==> src/design/pal22_pkg.sv <==
// Shared types and constants for the PAL 2:2 pulldown detector.
package pal22_pkg;

  localparam int unsigned STAT_BITS_DEF = 24;
  localparam int unsigned CFG_STAT_W    = 24;
  localparam int unsigned CFG_IDX_W     = 3;
  localparam int unsigned CFG_DATA_W    = 24;

  localparam int unsigned PCT_W      = 7;
  localparam int unsigned LOCK_W     = 4;
  localparam int unsigned RUN_W      = 6;
  localparam int unsigned FSS_W      = 15;
  localparam int unsigned UNSURE_W   = 8;
  localparam int unsigned CCNT_W     = 10;
  localparam int unsigned TIME_W     = 32;

  localparam logic [PCT_W-1:0]    PCT_SCALE     = 7'd100;
  localparam logic [TIME_W-1:0]   HIT_GAP_MS    = 32'd100;
  localparam logic [FSS_W-1:0]    FSS_SAT       = 15'h7FFF;
  localparam logic [FSS_W-1:0]    FSS_LOCK_MIN  = 15'd100;
  localparam logic [UNSURE_W-1:0] UNSURE_SAT    = 8'd255;
  localparam logic [UNSURE_W-1:0] UNSURE_LIMIT  = 8'd3;
  localparam logic [CCNT_W-1:0]   CCNT_SAT      = 10'd1001;

  // Register reset values
  localparam logic [PCT_W-1:0]      DROP_PCT_RST   = 7'd30;
  localparam logic [CFG_STAT_W-1:0] MOVE_MIN_RST   = 24'd100;
  localparam logic [CFG_STAT_W-1:0] COMB_MIN_RST   = 24'd150;
  localparam logic [LOCK_W-1:0]     REPEATS_RST    = 4'd3;
  localparam logic [CFG_STAT_W-1:0] MISMATCH_RST   = 24'd100;
  localparam logic [CFG_STAT_W-1:0] RISE_MARG_RST  = 24'd300;
  localparam logic [CCNT_W-1:0]     COMB_MAX_RST   = 10'd20;

  typedef enum logic [CFG_IDX_W-1:0] {
    CFG_DROP_PCT   = 3'd0,
    CFG_MOVE_MIN   = 3'd1,
    CFG_COMB_MIN   = 3'd2,
    CFG_REPEATS    = 3'd3,
    CFG_MISMATCH   = 3'd4,
    CFG_RISE_MARG  = 3'd5,
    CFG_FALLBACK   = 3'd6,
    CFG_COMB_MAX   = 3'd7
  } cfg_idx_e;

  typedef enum logic [1:0] {
    MODE_VIDEO = 2'd0,
    MODE_ODD   = 2'd1,
    MODE_EVEN  = 2'd2,
    MODE_COMB  = 2'd3
  } mode_e;

  // Polarity code: 0 even, 1 odd, 2 none yet
  localparam logic [1:0] POL_NONE = 2'd2;

  typedef struct packed {
    logic [PCT_W-1:0]      drop_pct;
    logic [CFG_STAT_W-1:0] move_min;
    logic [CFG_STAT_W-1:0] comb_min;
    logic [LOCK_W-1:0]     repeats;
    logic [CFG_STAT_W-1:0] mismatch_min;
    logic [CFG_STAT_W-1:0] rise_margin;
    logic                  fallback;
    logic [CCNT_W-1:0]     comb_max;
  } cfg_t;

  // Reload of the required repeat count on a lock count write
  typedef struct packed {
    logic              load;
    logic [LOCK_W-1:0] value;
  } lock_load_t;

  typedef struct packed {
    mode_e mode;
    logic  mode_changed;
    logic  lock_harder;
  } res_t;

endpackage

==> src/design/pal22_if.sv <==
// Valid/ready channel interfaces for field statistics and mode results.
interface pal22_in_if
  import pal22_pkg::*;
#(
  parameter int unsigned STAT_BITS = STAT_BITS_DEF
) ();
  logic                 valid;
  logic                 ready;
  logic                 stats_valid;
  logic [STAT_BITS-1:0] comb_factor;
  logic [STAT_BITS-1:0] field_diff;
  logic                 odd_field;
  logic [TIME_W-1:0]    now_ms;

  modport source (
    output valid, stats_valid, comb_factor, field_diff, odd_field, now_ms,
    input  ready
  );
  modport sink (
    input  valid, stats_valid, comb_factor, field_diff, odd_field, now_ms,
    output ready
  );
endinterface

interface pal22_out_if;
  logic       valid;
  logic       ready;
  logic [1:0] mode;
  logic       mode_changed;
  logic       lock_harder;

  modport source (
    output valid, mode, mode_changed, lock_harder,
    input  ready
  );
  modport sink (
    input  valid, mode, mode_changed, lock_harder,
    output ready
  );
endinterface

==> src/design/pal22_cfg.sv <==
// Configuration register file with lock count reload strobe.
module pal22_cfg
  import pal22_pkg::*;
(
  input  logic                  clk_i,
  input  logic                  rst_ni,
  input  logic                  cfg_we_i,
  input  logic [CFG_IDX_W-1:0]  cfg_idx_i,
  input  logic [CFG_DATA_W-1:0] cfg_data_i,
  output cfg_t                  cfg_o,
  output lock_load_t            lock_load_o
);

  cfg_t cfg_q, cfg_d;

  always_comb begin
    cfg_d = cfg_q;
    if (cfg_we_i) begin
      unique case (cfg_idx_e'(cfg_idx_i))
        CFG_DROP_PCT:  cfg_d.drop_pct     = cfg_data_i[PCT_W-1:0];
        CFG_MOVE_MIN:  cfg_d.move_min     = cfg_data_i[CFG_STAT_W-1:0];
        CFG_COMB_MIN:  cfg_d.comb_min     = cfg_data_i[CFG_STAT_W-1:0];
        CFG_REPEATS:   cfg_d.repeats      = cfg_data_i[LOCK_W-1:0];
        CFG_MISMATCH:  cfg_d.mismatch_min = cfg_data_i[CFG_STAT_W-1:0];
        CFG_RISE_MARG: cfg_d.rise_margin  = cfg_data_i[CFG_STAT_W-1:0];
        CFG_FALLBACK:  cfg_d.fallback     = cfg_data_i[0];
        CFG_COMB_MAX:  cfg_d.comb_max     = cfg_data_i[CCNT_W-1:0];
        default:       cfg_d = cfg_q;
      endcase
    end
  end

  always_ff @(posedge clk_i or negedge rst_ni) begin
    if (!rst_ni) begin
      cfg_q.drop_pct     <= DROP_PCT_RST;
      cfg_q.move_min     <= MOVE_MIN_RST;
      cfg_q.comb_min     <= COMB_MIN_RST;
      cfg_q.repeats      <= REPEATS_RST;
      cfg_q.mismatch_min <= MISMATCH_RST;
      cfg_q.rise_margin  <= RISE_MARG_RST;
      cfg_q.fallback     <= 1'b0;
      cfg_q.comb_max     <= COMB_MAX_RST;
    end else begin
      cfg_q <= cfg_d;
    end
  end

  assign cfg_o             = cfg_q;
  assign lock_load_o.load  = cfg_we_i && (cfg_idx_e'(cfg_idx_i) == CFG_REPEATS);
  assign lock_load_o.value = cfg_data_i[LOCK_W-1:0];

endmodule

==> src/design/pal22_core.sv <==
// Cadence detection state and single-pass next-state logic.
module pal22_core
  import pal22_pkg::*;
#(
  parameter int unsigned STAT_BITS = STAT_BITS_DEF
) (
  input  logic                 clk_i,
  input  logic                 rst_ni,
  input  cfg_t                 cfg_i,
  input  lock_load_t           lock_load_i,
  input  logic                 step_i,
  input  logic                 stats_valid_i,
  input  logic [STAT_BITS-1:0] comb_factor_i,
  input  logic [STAT_BITS-1:0] field_diff_i,
  input  logic                 odd_field_i,
  input  logic [TIME_W-1:0]    now_ms_i,
  output res_t                 res_o
);

  localparam int unsigned CW = ((STAT_BITS > CFG_STAT_W) ? STAT_BITS : CFG_STAT_W) + 1;
  localparam int unsigned PW = STAT_BITS + 8;

  typedef struct packed {
    mode_e                mode;
    logic [STAT_BITS-1:0] prev_comb;
    logic                 prev_above;
    logic [1:0]           prev_pol;
    logic [RUN_W-1:0]     run;
    logic [RUN_W-1:0]     needed;
    logic [TIME_W-1:0]    last_hit;
    logic [FSS_W-1:0]     fss;
    logic [UNSURE_W-1:0]  unsure;
    logic                 pending;
    logic [CCNT_W-1:0]    ccnt;
  } st_t;

  st_t st_q, st_d;

  function automatic st_t leave_film(st_t s, cfg_t c);
    st_t r;
    r = s;
    if (c.fallback) begin
      r.mode = MODE_VIDEO;
      r.run  = '0;
    end else if (s.fss < FSS_LOCK_MIN) begin
      r.mode   = MODE_VIDEO;
      r.fss    = '0;
      r.needed = {c.repeats, 2'b00};
      r.run    = '0;
    end else begin
      r.ccnt    = '0;
      r.mode    = MODE_COMB;
      r.run     = s.needed;
      r.pending = 1'b1;
    end
    return r;
  endfunction

  logic [PW-1:0] scaled, limit;
  logic          dropped, above, same_pol, hit, in_time;
  logic [CW-1:0] comb_w, diff_w, last_w, sum_w;

  always_comb begin
    scaled   = PW'(comb_factor_i) * PW'(PCT_SCALE);
    limit    = PW'(cfg_i.drop_pct) * (PW'(st_q.prev_comb) + PW'(PCT_SCALE));
    dropped  = scaled < limit;
    above    = scaled > limit;
    same_pol = st_q.prev_pol == {1'b0, odd_field_i};
    comb_w   = CW'(comb_factor_i);
    diff_w   = CW'(field_diff_i);
    last_w   = CW'(st_q.prev_comb);
    sum_w    = last_w + CW'(cfg_i.rise_margin);
    hit      = dropped && st_q.prev_above && (diff_w > CW'(cfg_i.move_min))
               && (last_w > CW'(cfg_i.comb_min));
    in_time  = (now_ms_i - st_q.last_hit) < HIT_GAP_MS;
  end

  always_comb begin
    st_d = st_q;
    if (stats_valid_i) begin
      if (st_d.fss < FSS_SAT) st_d.fss = st_d.fss + 1'b1;

      if (st_q.pending) begin
        if (st_q.mode == MODE_VIDEO) begin
          st_d.run     = '0;
          st_d.pending = 1'b0;
        end else if (st_q.mode != MODE_COMB) begin
          st_d.pending = 1'b0;
        end
      end

      if (st_q.mode == MODE_VIDEO || st_q.mode == MODE_COMB) begin
        if (hit) begin
          if (same_pol) begin
            if (st_d.run < st_d.needed) begin
              if (st_d.run == '0) st_d.run = RUN_W'(1);
              else if (in_time)   st_d.run = st_d.run + 1'b1;
              else                st_d.run = RUN_W'(1);
            end else if (st_d.fss > FSS_LOCK_MIN || st_q.mode == MODE_COMB) begin
              st_d.mode   = odd_field_i ? MODE_ODD : MODE_EVEN;
              st_d.needed = RUN_W'(cfg_i.repeats);
              st_d.unsure = '0;
              st_d.fss    = '0;
            end
          end else begin
            st_d.prev_pol = {1'b0, odd_field_i};
            st_d.run      = RUN_W'(1);
          end
          st_d.last_hit = now_ms_i;
        end
      end else begin
        // film mode: artefact check, then the not-sure count
        if (diff_w >= CW'(cfg_i.mismatch_min) && same_pol && comb_w > sum_w
            && comb_w > CW'(cfg_i.rise_margin)) begin
          st_d = leave_film(st_d, cfg_i);
        end
        if (same_pol && diff_w >= CW'(cfg_i.mismatch_min)) begin
          if (comb_w < last_w) begin
            if ((comb_w + CW'(cfg_i.rise_margin)) < last_w) st_d.unsure = '0;
            else if (st_d.unsure != '0) st_d.unsure = st_d.unsure - 1'b1;
          end else begin
            if (st_d.unsure < UNSURE_SAT) st_d.unsure = st_d.unsure + 1'b1;
            if (st_d.unsure > UNSURE_LIMIT) st_d = leave_film(st_d, cfg_i);
          end
        end
      end

      st_d.prev_above = above;
      st_d.prev_comb  = comb_factor_i;

      if (st_d.mode == MODE_COMB) begin
        if (st_d.ccnt < CCNT_SAT) st_d.ccnt = st_d.ccnt + 1'b1;
        if (st_d.ccnt > cfg_i.comb_max) st_d.mode = MODE_VIDEO;
      end
    end
  end

  always_comb begin
    res_o.mode         = st_d.mode;
    res_o.mode_changed = st_d.mode != st_q.mode;
    res_o.lock_harder  = st_d.needed != RUN_W'(cfg_i.repeats);
  end

  always_ff @(posedge clk_i or negedge rst_ni) begin
    if (!rst_ni) begin
      st_q.mode       <= MODE_VIDEO;
      st_q.prev_comb  <= '0;
      st_q.prev_above <= 1'b0;
      st_q.prev_pol   <= POL_NONE;
      st_q.run        <= '0;
      st_q.needed     <= RUN_W'(REPEATS_RST);
      st_q.last_hit   <= '0;
      st_q.fss        <= '0;
      st_q.unsure     <= '0;
      st_q.pending    <= 1'b0;
      st_q.ccnt       <= '0;
    end else begin
      if (step_i) st_q <= st_d;
      if (lock_load_i.load) st_q.needed <= RUN_W'(lock_load_i.value);
    end
  end

  a_mode_holds_idle: assert property (@(posedge clk_i) disable iff (!rst_ni)
    !step_i |=> $stable(st_q.mode))
    else $error("mode moved without a processed field");

  a_ccnt_bound: assert property (@(posedge clk_i) disable iff (!rst_ni)
    st_q.ccnt <= CCNT_SAT)
    else $error("comb field count beyond saturation");

  a_needed_legal: assert property (@(posedge clk_i) disable iff (!rst_ni)
    (st_q.needed == RUN_W'(cfg_i.repeats)) ||
    (st_q.needed == RUN_W'({cfg_i.repeats, 2'b00})))
    else $error("required repeat count is neither normal nor quadrupled");

  a_skip_no_change: assert property (@(posedge clk_i) disable iff (!rst_ni)
    (step_i && !stats_valid_i) |=> $stable(st_q))
    else $error("skipped field altered the state");

endmodule

==> src/design/pal22_22_pulldown_detector.sv <==
// Top level of the PAL 2:2 pulldown detector: channels, pipeline and config.
//
// Usage: one beat on in_i per video field carries the field's comb factor,
// field difference, polarity and millisecond time stamp; for each such beat
// exactly one beat leaves on out_o with the deinterlace mode (video, film
// odd, film even, film comb), a mode-changed flag and the lock-harder flag.
// A beat with stats_valid low is passed through: it reports the current
// mode with mode_changed low and leaves the state untouched.
//
// An accepted beat is held in the input register; the detection logic
// and the state update then land in the result register, which drives
// out_o.valid.
// Throughput: one beat per cycle while the receiver does not stall, set
// by the single pass of the state update logic.
// Reset (rst_ni low, asynchronous) returns the config and state registers to
// their default values, the mode to video and empties both pipeline stages.
// When the receiver stalls, the result register holds its beat and one
// more beat can be taken into the input register; then in_i.ready drops.
// The user must write registers through cfg_we_i/cfg_idx_i/cfg_data_i only while idle; the block does not enforce this.
module pal_22_pulldown_detector
  import pal22_pkg::*;
#(
  parameter int unsigned STAT_BITS = STAT_BITS_DEF
) (
  input  logic                  clk_i,
  input  logic                  rst_ni,
  pal22_in_if.sink              in_i,
  pal22_out_if.source           out_o,
  input  logic                  cfg_we_i,
  input  logic [CFG_IDX_W-1:0]  cfg_idx_i,
  input  logic [CFG_DATA_W-1:0] cfg_data_i
);

  cfg_t       cfg;
  lock_load_t lock_load;
  res_t       res;

  // input register stage
  logic                 s1_valid_q, s1_valid_d;
  logic                 s1_stats_q;
  logic [STAT_BITS-1:0] s1_comb_q;
  logic [STAT_BITS-1:0] s1_diff_q;
  logic                 s1_odd_q;
  logic [TIME_W-1:0]    s1_now_q;

  // result register stage
  logic out_valid_q, out_valid_d;
  res_t out_res_q;

  logic out_free, advance, accept;

  assign out_free    = !out_valid_q || out_o.ready;
  assign advance     = s1_valid_q && out_free;   // field goes through the logic
  assign in_i.ready  = !s1_valid_q || advance;
  assign accept      = in_i.valid && in_i.ready;

  always_comb begin
    s1_valid_d = s1_valid_q;
    if (accept)       s1_valid_d = 1'b1;
    else if (advance) s1_valid_d = 1'b0;

    out_valid_d = out_valid_q;
    if (advance)          out_valid_d = 1'b1;
    else if (out_o.ready) out_valid_d = 1'b0;
  end

  always_ff @(posedge clk_i or negedge rst_ni) begin
    if (!rst_ni) begin
      s1_valid_q  <= 1'b0;
      out_valid_q <= 1'b0;
    end else begin
      s1_valid_q  <= s1_valid_d;
      out_valid_q <= out_valid_d;
    end
  end

  // payload registers, no reset
  always_ff @(posedge clk_i) begin
    if (accept) begin
      s1_stats_q <= in_i.stats_valid;
      s1_comb_q  <= in_i.comb_factor;
      s1_diff_q  <= in_i.field_diff;
      s1_odd_q   <= in_i.odd_field;
      s1_now_q   <= in_i.now_ms;
    end
    if (advance) begin
      out_res_q <= res;
    end
  end

  pal22_cfg u_cfg (
    .clk_i       (clk_i),
    .rst_ni      (rst_ni),
    .cfg_we_i    (cfg_we_i),
    .cfg_idx_i   (cfg_idx_i),
    .cfg_data_i  (cfg_data_i),
    .cfg_o       (cfg),
    .lock_load_o (lock_load)
  );

  pal22_core #(
    .STAT_BITS (STAT_BITS)
  ) u_core (
    .clk_i         (clk_i),
    .rst_ni        (rst_ni),
    .cfg_i         (cfg),
    .lock_load_i   (lock_load),
    .step_i        (advance),
    .stats_valid_i (s1_stats_q),
    .comb_factor_i (s1_comb_q),
    .field_diff_i  (s1_diff_q),
    .odd_field_i   (s1_odd_q),
    .now_ms_i      (s1_now_q),
    .res_o         (res)
  );

  assign out_o.valid        = out_valid_q;
  assign out_o.mode         = out_res_q.mode;
  assign out_o.mode_changed = out_res_q.mode_changed;
  assign out_o.lock_harder  = out_res_q.lock_harder;

  a_no_overwrite: assert property (@(posedge clk_i) disable iff (!rst_ni)
    (out_valid_q && !out_o.ready) |-> !advance)
    else $error("pending result overwritten");

  a_s1_kept: assert property (@(posedge clk_i) disable iff (!rst_ni)
    (s1_valid_q && !advance) |-> !accept)
    else $error("input stage overwritten while its beat waits");

  a_result_follows: assert property (@(posedge clk_i) disable iff (!rst_ni)
    advance |=> out_valid_q)
    else $error("processed field produced no result beat");

endmodule

==> src/flat_wrapper.sv <==
// flat-port wrapper written by rule: the top's interface ports become plain ports
module pal_22_pulldown_detector_flat import pal22_pkg::*;
#(
  parameter int unsigned STAT_BITS = STAT_BITS_DEF
)
  (clk_i, rst_ni, cfg_we_i, cfg_idx_i, cfg_data_i, in_i_valid, in_i_stats_valid, in_i_comb_factor, in_i_field_diff, in_i_odd_field, in_i_now_ms, in_i_ready, out_o_valid, out_o_mode, out_o_mode_changed, out_o_lock_harder, out_o_ready);
  pal22_in_if #(.STAT_BITS(STAT_BITS)) in_i_i ();
  pal22_out_if out_o_i ();
  input  logic clk_i;
  input  logic rst_ni;
  input  logic cfg_we_i;
  input  logic [CFG_IDX_W-1:0] cfg_idx_i;
  input  logic [CFG_DATA_W-1:0] cfg_data_i;
  input wire logic [$bits(in_i_i.valid)-1:0] in_i_valid;
  input wire logic [$bits(in_i_i.stats_valid)-1:0] in_i_stats_valid;
  input wire logic [$bits(in_i_i.comb_factor)-1:0] in_i_comb_factor;
  input wire logic [$bits(in_i_i.field_diff)-1:0] in_i_field_diff;
  input wire logic [$bits(in_i_i.odd_field)-1:0] in_i_odd_field;
  input wire logic [$bits(in_i_i.now_ms)-1:0] in_i_now_ms;
  output wire logic [$bits(in_i_i.ready)-1:0] in_i_ready;
  output wire logic [$bits(out_o_i.valid)-1:0] out_o_valid;
  output wire logic [$bits(out_o_i.mode)-1:0] out_o_mode;
  output wire logic [$bits(out_o_i.mode_changed)-1:0] out_o_mode_changed;
  output wire logic [$bits(out_o_i.lock_harder)-1:0] out_o_lock_harder;
  input wire logic [$bits(out_o_i.ready)-1:0] out_o_ready;
  assign in_i_i.valid = in_i_valid;
  assign in_i_i.stats_valid = in_i_stats_valid;
  assign in_i_i.comb_factor = in_i_comb_factor;
  assign in_i_i.field_diff = in_i_field_diff;
  assign in_i_i.odd_field = in_i_odd_field;
  assign in_i_i.now_ms = in_i_now_ms;
  assign in_i_ready = in_i_i.ready;
  assign out_o_valid = out_o_i.valid;
  assign out_o_mode = out_o_i.mode;
  assign out_o_mode_changed = out_o_i.mode_changed;
  assign out_o_lock_harder = out_o_i.lock_harder;
  assign out_o_i.ready = out_o_ready;
  pal_22_pulldown_detector #(.STAT_BITS(STAT_BITS)) u_core (.clk_i(clk_i), .rst_ni(rst_ni), .in_i(in_i_i), .out_o(out_o_i), .cfg_we_i(cfg_we_i), .cfg_idx_i(cfg_idx_i), .cfg_data_i(cfg_data_i));
endmodule
==> config.mk <==
export PLATFORM = sky130hd
export DESIGN_NAME = pal_22_pulldown_detector_flat
export DESIGN_NICKNAME = d
export VERILOG_FILES = /design/src/design/pal22_pkg.sv /design/src/design/pal22_if.sv /design/src/design/pal22_cfg.sv /design/src/design/pal22_core.sv /design/src/design/pal22_22_pulldown_detector.sv /design/src/flat_wrapper.sv
export SDC_FILE = /design/constraint.sdc
export NUM_CORES = 1
export LEC_CHECK = 0
export BUFFER_PORTS_ARGS = -buffer_cell sky130_fd_sc_hd__buf_2
export CAP_MARGIN = 30
export CORE_ASPECT_RATIO = 0.75
export CORE_MARGIN = 2
export CORE_UTILIZATION = 45
export DETAILED_ROUTE_END_ITERATION = 6
export SYNTH_ARGS = -nofsm -noshare
export SYNTH_HDL_FRONTEND = slang
export SYNTH_HIERARCHICAL = 1
export SYNTH_SLANG_ARGS = --single-unit
==> constraint.sdc <==
create_clock -name clk_i -period 10.9 [get_ports clk_i]
set_input_delay 0.545 -clock clk_i [delete_from_list [all_inputs] [get_ports clk_i]]
set_output_delay 0.545 -clock clk_i [all_outputs]
set_load 0.005 [all_outputs]
; Word level (Yosys, flattened, before mapping)
; Cells that the tools add are included.
[op_classes]
n_addsub = 9
multipliers = 2
n_lt_le_gt_ge = 19
eq_ne = 18
n_mux = 78
reduce_logical = 34
[ops]
columns = operator, n
row1 = 107-bit 2-to-1 mux, 6
row2 = 69-bit 2-to-1 mux, 2
row3 = 6-bit 2-to-1 mux, 19
row4 = 15-bit 2-to-1 mux, 6
row5 = 88-bit 2-to-1 mux, 1
row6 = 11-bit 2-to-1 mux, 7
row7 = 24-bit greater-than comparator, 3
row8 = 72-bit 2-to-1 mux, 1
row9 = 23-bit 2-to-1 mux, 3
row10 = 8-bit 2-to-1 mux, 8
row11 = 24-bit by 24-bit adder with 25-bit output, 2
row12 = 10-bit 2-to-1 mux, 4
row13 = 31-bit by 32-bit greater-than comparator with 1-bit output, 1
row14 = 31-bit by 32-bit < comparator with 1-bit output, 1
row15 = "32-bit by 7-bit < comparator with 1-bit output, second input constant", 1
row16 = 7-bit by 25-bit multiplier with 32-bit output, 1
row17 = 32-bit subtractor, 1
row18 = "15-bit by 7-bit < comparator with 1-bit output, second input constant", 2
row19 = "24-bit by 5-bit multiplier with 29-bit output, second input constant", 1
row20 = 2-bit 2-to-1 mux, 14
row21 = "24-bit by 7-bit adder with 25-bit output, second input constant", 1
row22 = 24-bit by 25-bit greater-than comparator with 1-bit output, 1
row23 = 25-bit by 24-bit < comparator with 1-bit output, 1
row24 = 24-bit greater-or-equal comparator, 1
row25 = 35 further kinds, 72
[word_totals]
reg_bits = 313
in_bits = 114
word_cells = 189

; Depth between registers and ports, before layout
[depth]
word_depth = 31
mapped_depth = 48
depth_no_buf = 46

; Hierarchy
; The synthesis kept the hierarchy.
[modules_own_cells]
columns = module, instances, cells_each, area_per_inst_um2, seq_area_each_um2
row1 = pal22_core, 1, 2864, 22541.6, 2681.3
row2 = pal22_cfg, 1, 264, 4862.2, 2980.4
row3 = pal_22_pulldown_detector, 1, 94, 2686.3, 2632.5

; Worst setup path before layout
; No wires, ideal clock.
[synth_timing]
kind = register -> register
startpoint = reg u_core.u_core.st_q (netlist bit u_core/u_core/last_w[2])
endpoint = reg u_core.out_res_q (netlist bit u_core/out_o.mode[1]) (data pin)
setup_time_ps = 260
t_arrival_ps = 8780
setup_slack_ps = 1860
stages_incl_launch_ff = 36
period_less_slack_ps = 9040
cell_sequence = dfrtp_1 ha_1 a21oi_1 a211oi_1 nand2_1 xnor2_1 nand2_1 fa_1 inv_1 fa_1 fa_1 fa_1 ha_1 a21oi_1 and3_1 o211ai_1 nor4bb_1 o21a_1 a221o_1 a21oi_1 xnor2_1 ha_1 a21o_1 a21o_1 a21o_1 a21o_1 a221o_1 a221oi_1 o211a_1 o211ai_1 nor3_2 clkbuf_1 nor3_1 nor2_1 nor2_1 mux2_2
[synth_rtl]
columns = item, line
row1 = from (decl), pal22_core.sv:37  ; st_t st_q, st_d;
row2 = from (signal assigned), pal22_core.sv:158  ; if (step_i) st_q <= st_d;
row3 = to (signal assigned), pal22_22_pulldown_detector.sv:87  ; out_res_q <= res;
row4 = to (decl), pal22_22_pulldown_detector.sv:48  ; res_t out_res_q;

==> impl_metrics.ini <==
[outcome]
status = finished clean

[pwr]
power_density_nw_per_um2 = 281
peakVddDrop_mv = 0.309
p_total_mw = 9.26
p_leak_nw = 16.1

[setup_path]
worst_path_max_delay_cell = fa_1
path_max_fanout = 9
cp_slowest_stage_delay_ps = 500
crit_type = register to register
critPathLaunchType = register
crit_top_cell = a21oi_1
arrival_ps = 10670
critical_path_required_ps = 11300
crit_path_end_kind = register

[final_layout]
area_delta_synth_final_pct = 9.54
final_nets = 4013
drive_gt1_frac = 0.119
antenna_cells = 0

[logic_synthesis]
syn_area_sq_um = 30100
synthArstFlopShare = 0.725
ys_ff_latch = 313
synthCells = 3222
syn_avg_cell_area_sq_um = 9.34
yosys_warnings = 6
synth_edf_count = 86
ys.flop_type = dfrtp_1
synth_fp_nets = 3897
ys_types = 89
synth-seq-area-share = 0.276

[drt]
wl_per_cell_um = 18.4
route.detailed.drc = 0
vias = 23700
drt-pass1-iter-count = 5
ant_nets = 0
drt-initial-drc-count = 1513
routed_wl_um = 78300
via_per_inst = 5.58

[timing]
slew_viol_final = 0
grt_setup_unrepaired = no
skew_ps = 32.5
fin_setup_tns_ps = 0
finalCriticalPeriod_ps = 10270
tightest_slew_ps = 955
period_share = 0.942
final_hold_viol_count = 0
fmax_mhz = 97.4
max_slew_margin = 0.358
setup_viol = 0

[global_route]
track_usage = 0.229
grt_overflow = 0
grt_max_degree = 96
grt_pass1_wl_um = 127000
antenna_found_initial = 2
grt_pass1_vias = 23800

[flow_run]
drv_cap = 0

[die]
die_x_um = 303
floorplan.initialDensity = 0.453
fp.dieH_um = 228
ios = 120
die_area_sq_um = 69000
core_region_area_sq_um = 66500
rows = 82

[place]
dpl.hpwl_um = 61400
port_buffers = 119
routabilityCongestion = 0.917

[cts]
clkSinkCount = 313
htreeDepth = 2
cts_setup_buffers = 0
cts_resized = 0
cts_made_buffers = 37
hold_buffers = 0
ctsRootBufferMaster = clkbuf_16
cts_buffer_depth = 3
cts_tree = built
clk_pin_slew_ps = 60
clk_latency_ps = 580

[min_path]
hold_path.class = input pin to async pin
[critical path: cells and delay by family, from the launching register on]
family / cells / cell delay (ps)
AO/OA/AOI/OAI: 19 / 4290
adder cells (fa/ha/maj): 7 / 2880
AND/OR/NAND/NOR: 4 / 870
XOR/XNOR: 2 / 670
buffers and inverters: 3 / 500
flip-flops: 1 / 490
multiplexers: 1 / 380
[placed cells by master, fill, tap and decap left out, drive strengths merged, types with 54 or more instances in the layout]
cell and instances:
dfrtp 202, mux2 135, a21oi 180, and2 55
nand2 316, xor2 60, clkbuf 54, nand3 68
buf 151, ha 426, edfxtp 86, xnor2 74
nor2 156, a21o 90, o21ai 186, fa 135
inv 435
[worst paths after layout]
kind,from,end,slack (ps),cells after the start
worst max-delay path,u_core/u_core/last_w[2]$_DFFE_PN0P_,u_core/out_o.mode_changed$_DFFE_PP_,630,36
worst min-delay path,rst_ni,u_core/u_core/st_q[72]$_DFFE_PN0P_,10,1
worst max register to register,u_core/u_core/last_w[2]$_DFFE_PN0P_,u_core/out_o.mode_changed$_DFFE_PP_,630,36
worst min register to register,u_core/s1_now_q[19]$_DFFE_PP_,register,490,2
max in group asynchronous,rst_ni,u_core/u_cfg/cfg_o[46]$_DFFE_PN0P_,9470,2
min in group clk_i,in_i_comb_factor[18],u_core/s1_comb_q[18]$_DFFE_PP_,140,1
[layer usage]
metal	global-route usage	part of all wire
met1	0.344	0.49
met2	0.340	0.42
met3	0.0367	0.066
met4	0.0643	0.024
met5	0	0.00017
[where the power goes]
part / internal (mW) / switching (mW) / leakage, nW / total [mW]
Clock: 0.773 / 0.542 / 0.634 / 1.31
Sequential: 1.42 / 0.245 / 3.51 / 1.66
Combinational: 2.79 / 3.49 / 11.9 / 6.29
Total: 4.98 / 4.28 / 16.1 / 9.26
[stage by stage]
step                      instances  instance area (sq um)  hold WS [ps]  utilization  worst slack [ps]
final                          4249                  33000          10.6        0.496               630
after global routing           4249                  33000          86.0        0.496              75.8
after CTS                      4248                  32900          34.5        0.495               736
after detailed placement       4180                  31600           480        0.476               804
after global placement         4179                  31600           476        0.476               985
after floorplan                3222                  30100           249            -              1860
[synthesized netlist by cell type, types with 23 or more instances]
cell type  count  area, sq um
a31oi_1       26          163
nand2b_1      41          257
o21bai_1      24          180
dfrtp_1      202         5050
nand3_1       68          340
and3_1        23          144
nand4_1       40          250
edfxtp_1      86         2580
a21oi_1      180          901
nor2b_1       34          213
a21o_1        90          676
xnor2_1       74          648
o21a_1        27          203
ha_1         426         5330
mux2_2        75          845
fa_1         135         2700
xor2_1        60          526
and2_1        53          332
a211oi_1      24          180
o21ai_0      184          921
dfstp_2       25          657
nand2_1      315         1180
nor2_1       156          586
nor3_1        44          220
inv_1        433         1630
mux2_4        60          901
clkbuf_1      48          180
[cell type report]
cell class,instances,area [sq um]
Timing Repair Buffer,151,862
Tap cell,882,1100
Inverter,434,1630
Fill cell,6165,33500
Multi-Input combinational cell,2401,19800
Clock inverter,14,141
Sequential cell,313,8290
Clock buffer,54,1160
[cells by family (layout without fill, tap and decap cells)]
logic type	count (synthesis)	in the layout	synth area share
compound gates	710	710	0.151
buf+inv	508	653	0.0677
simple gates	851	851	0.139
flops	313	313	0.276
mux	145	145	0.0613
fa+ha+maj	561	561	0.267
xor+xnor	134	134	0.0390
Power figures use the tool's default switching activity.
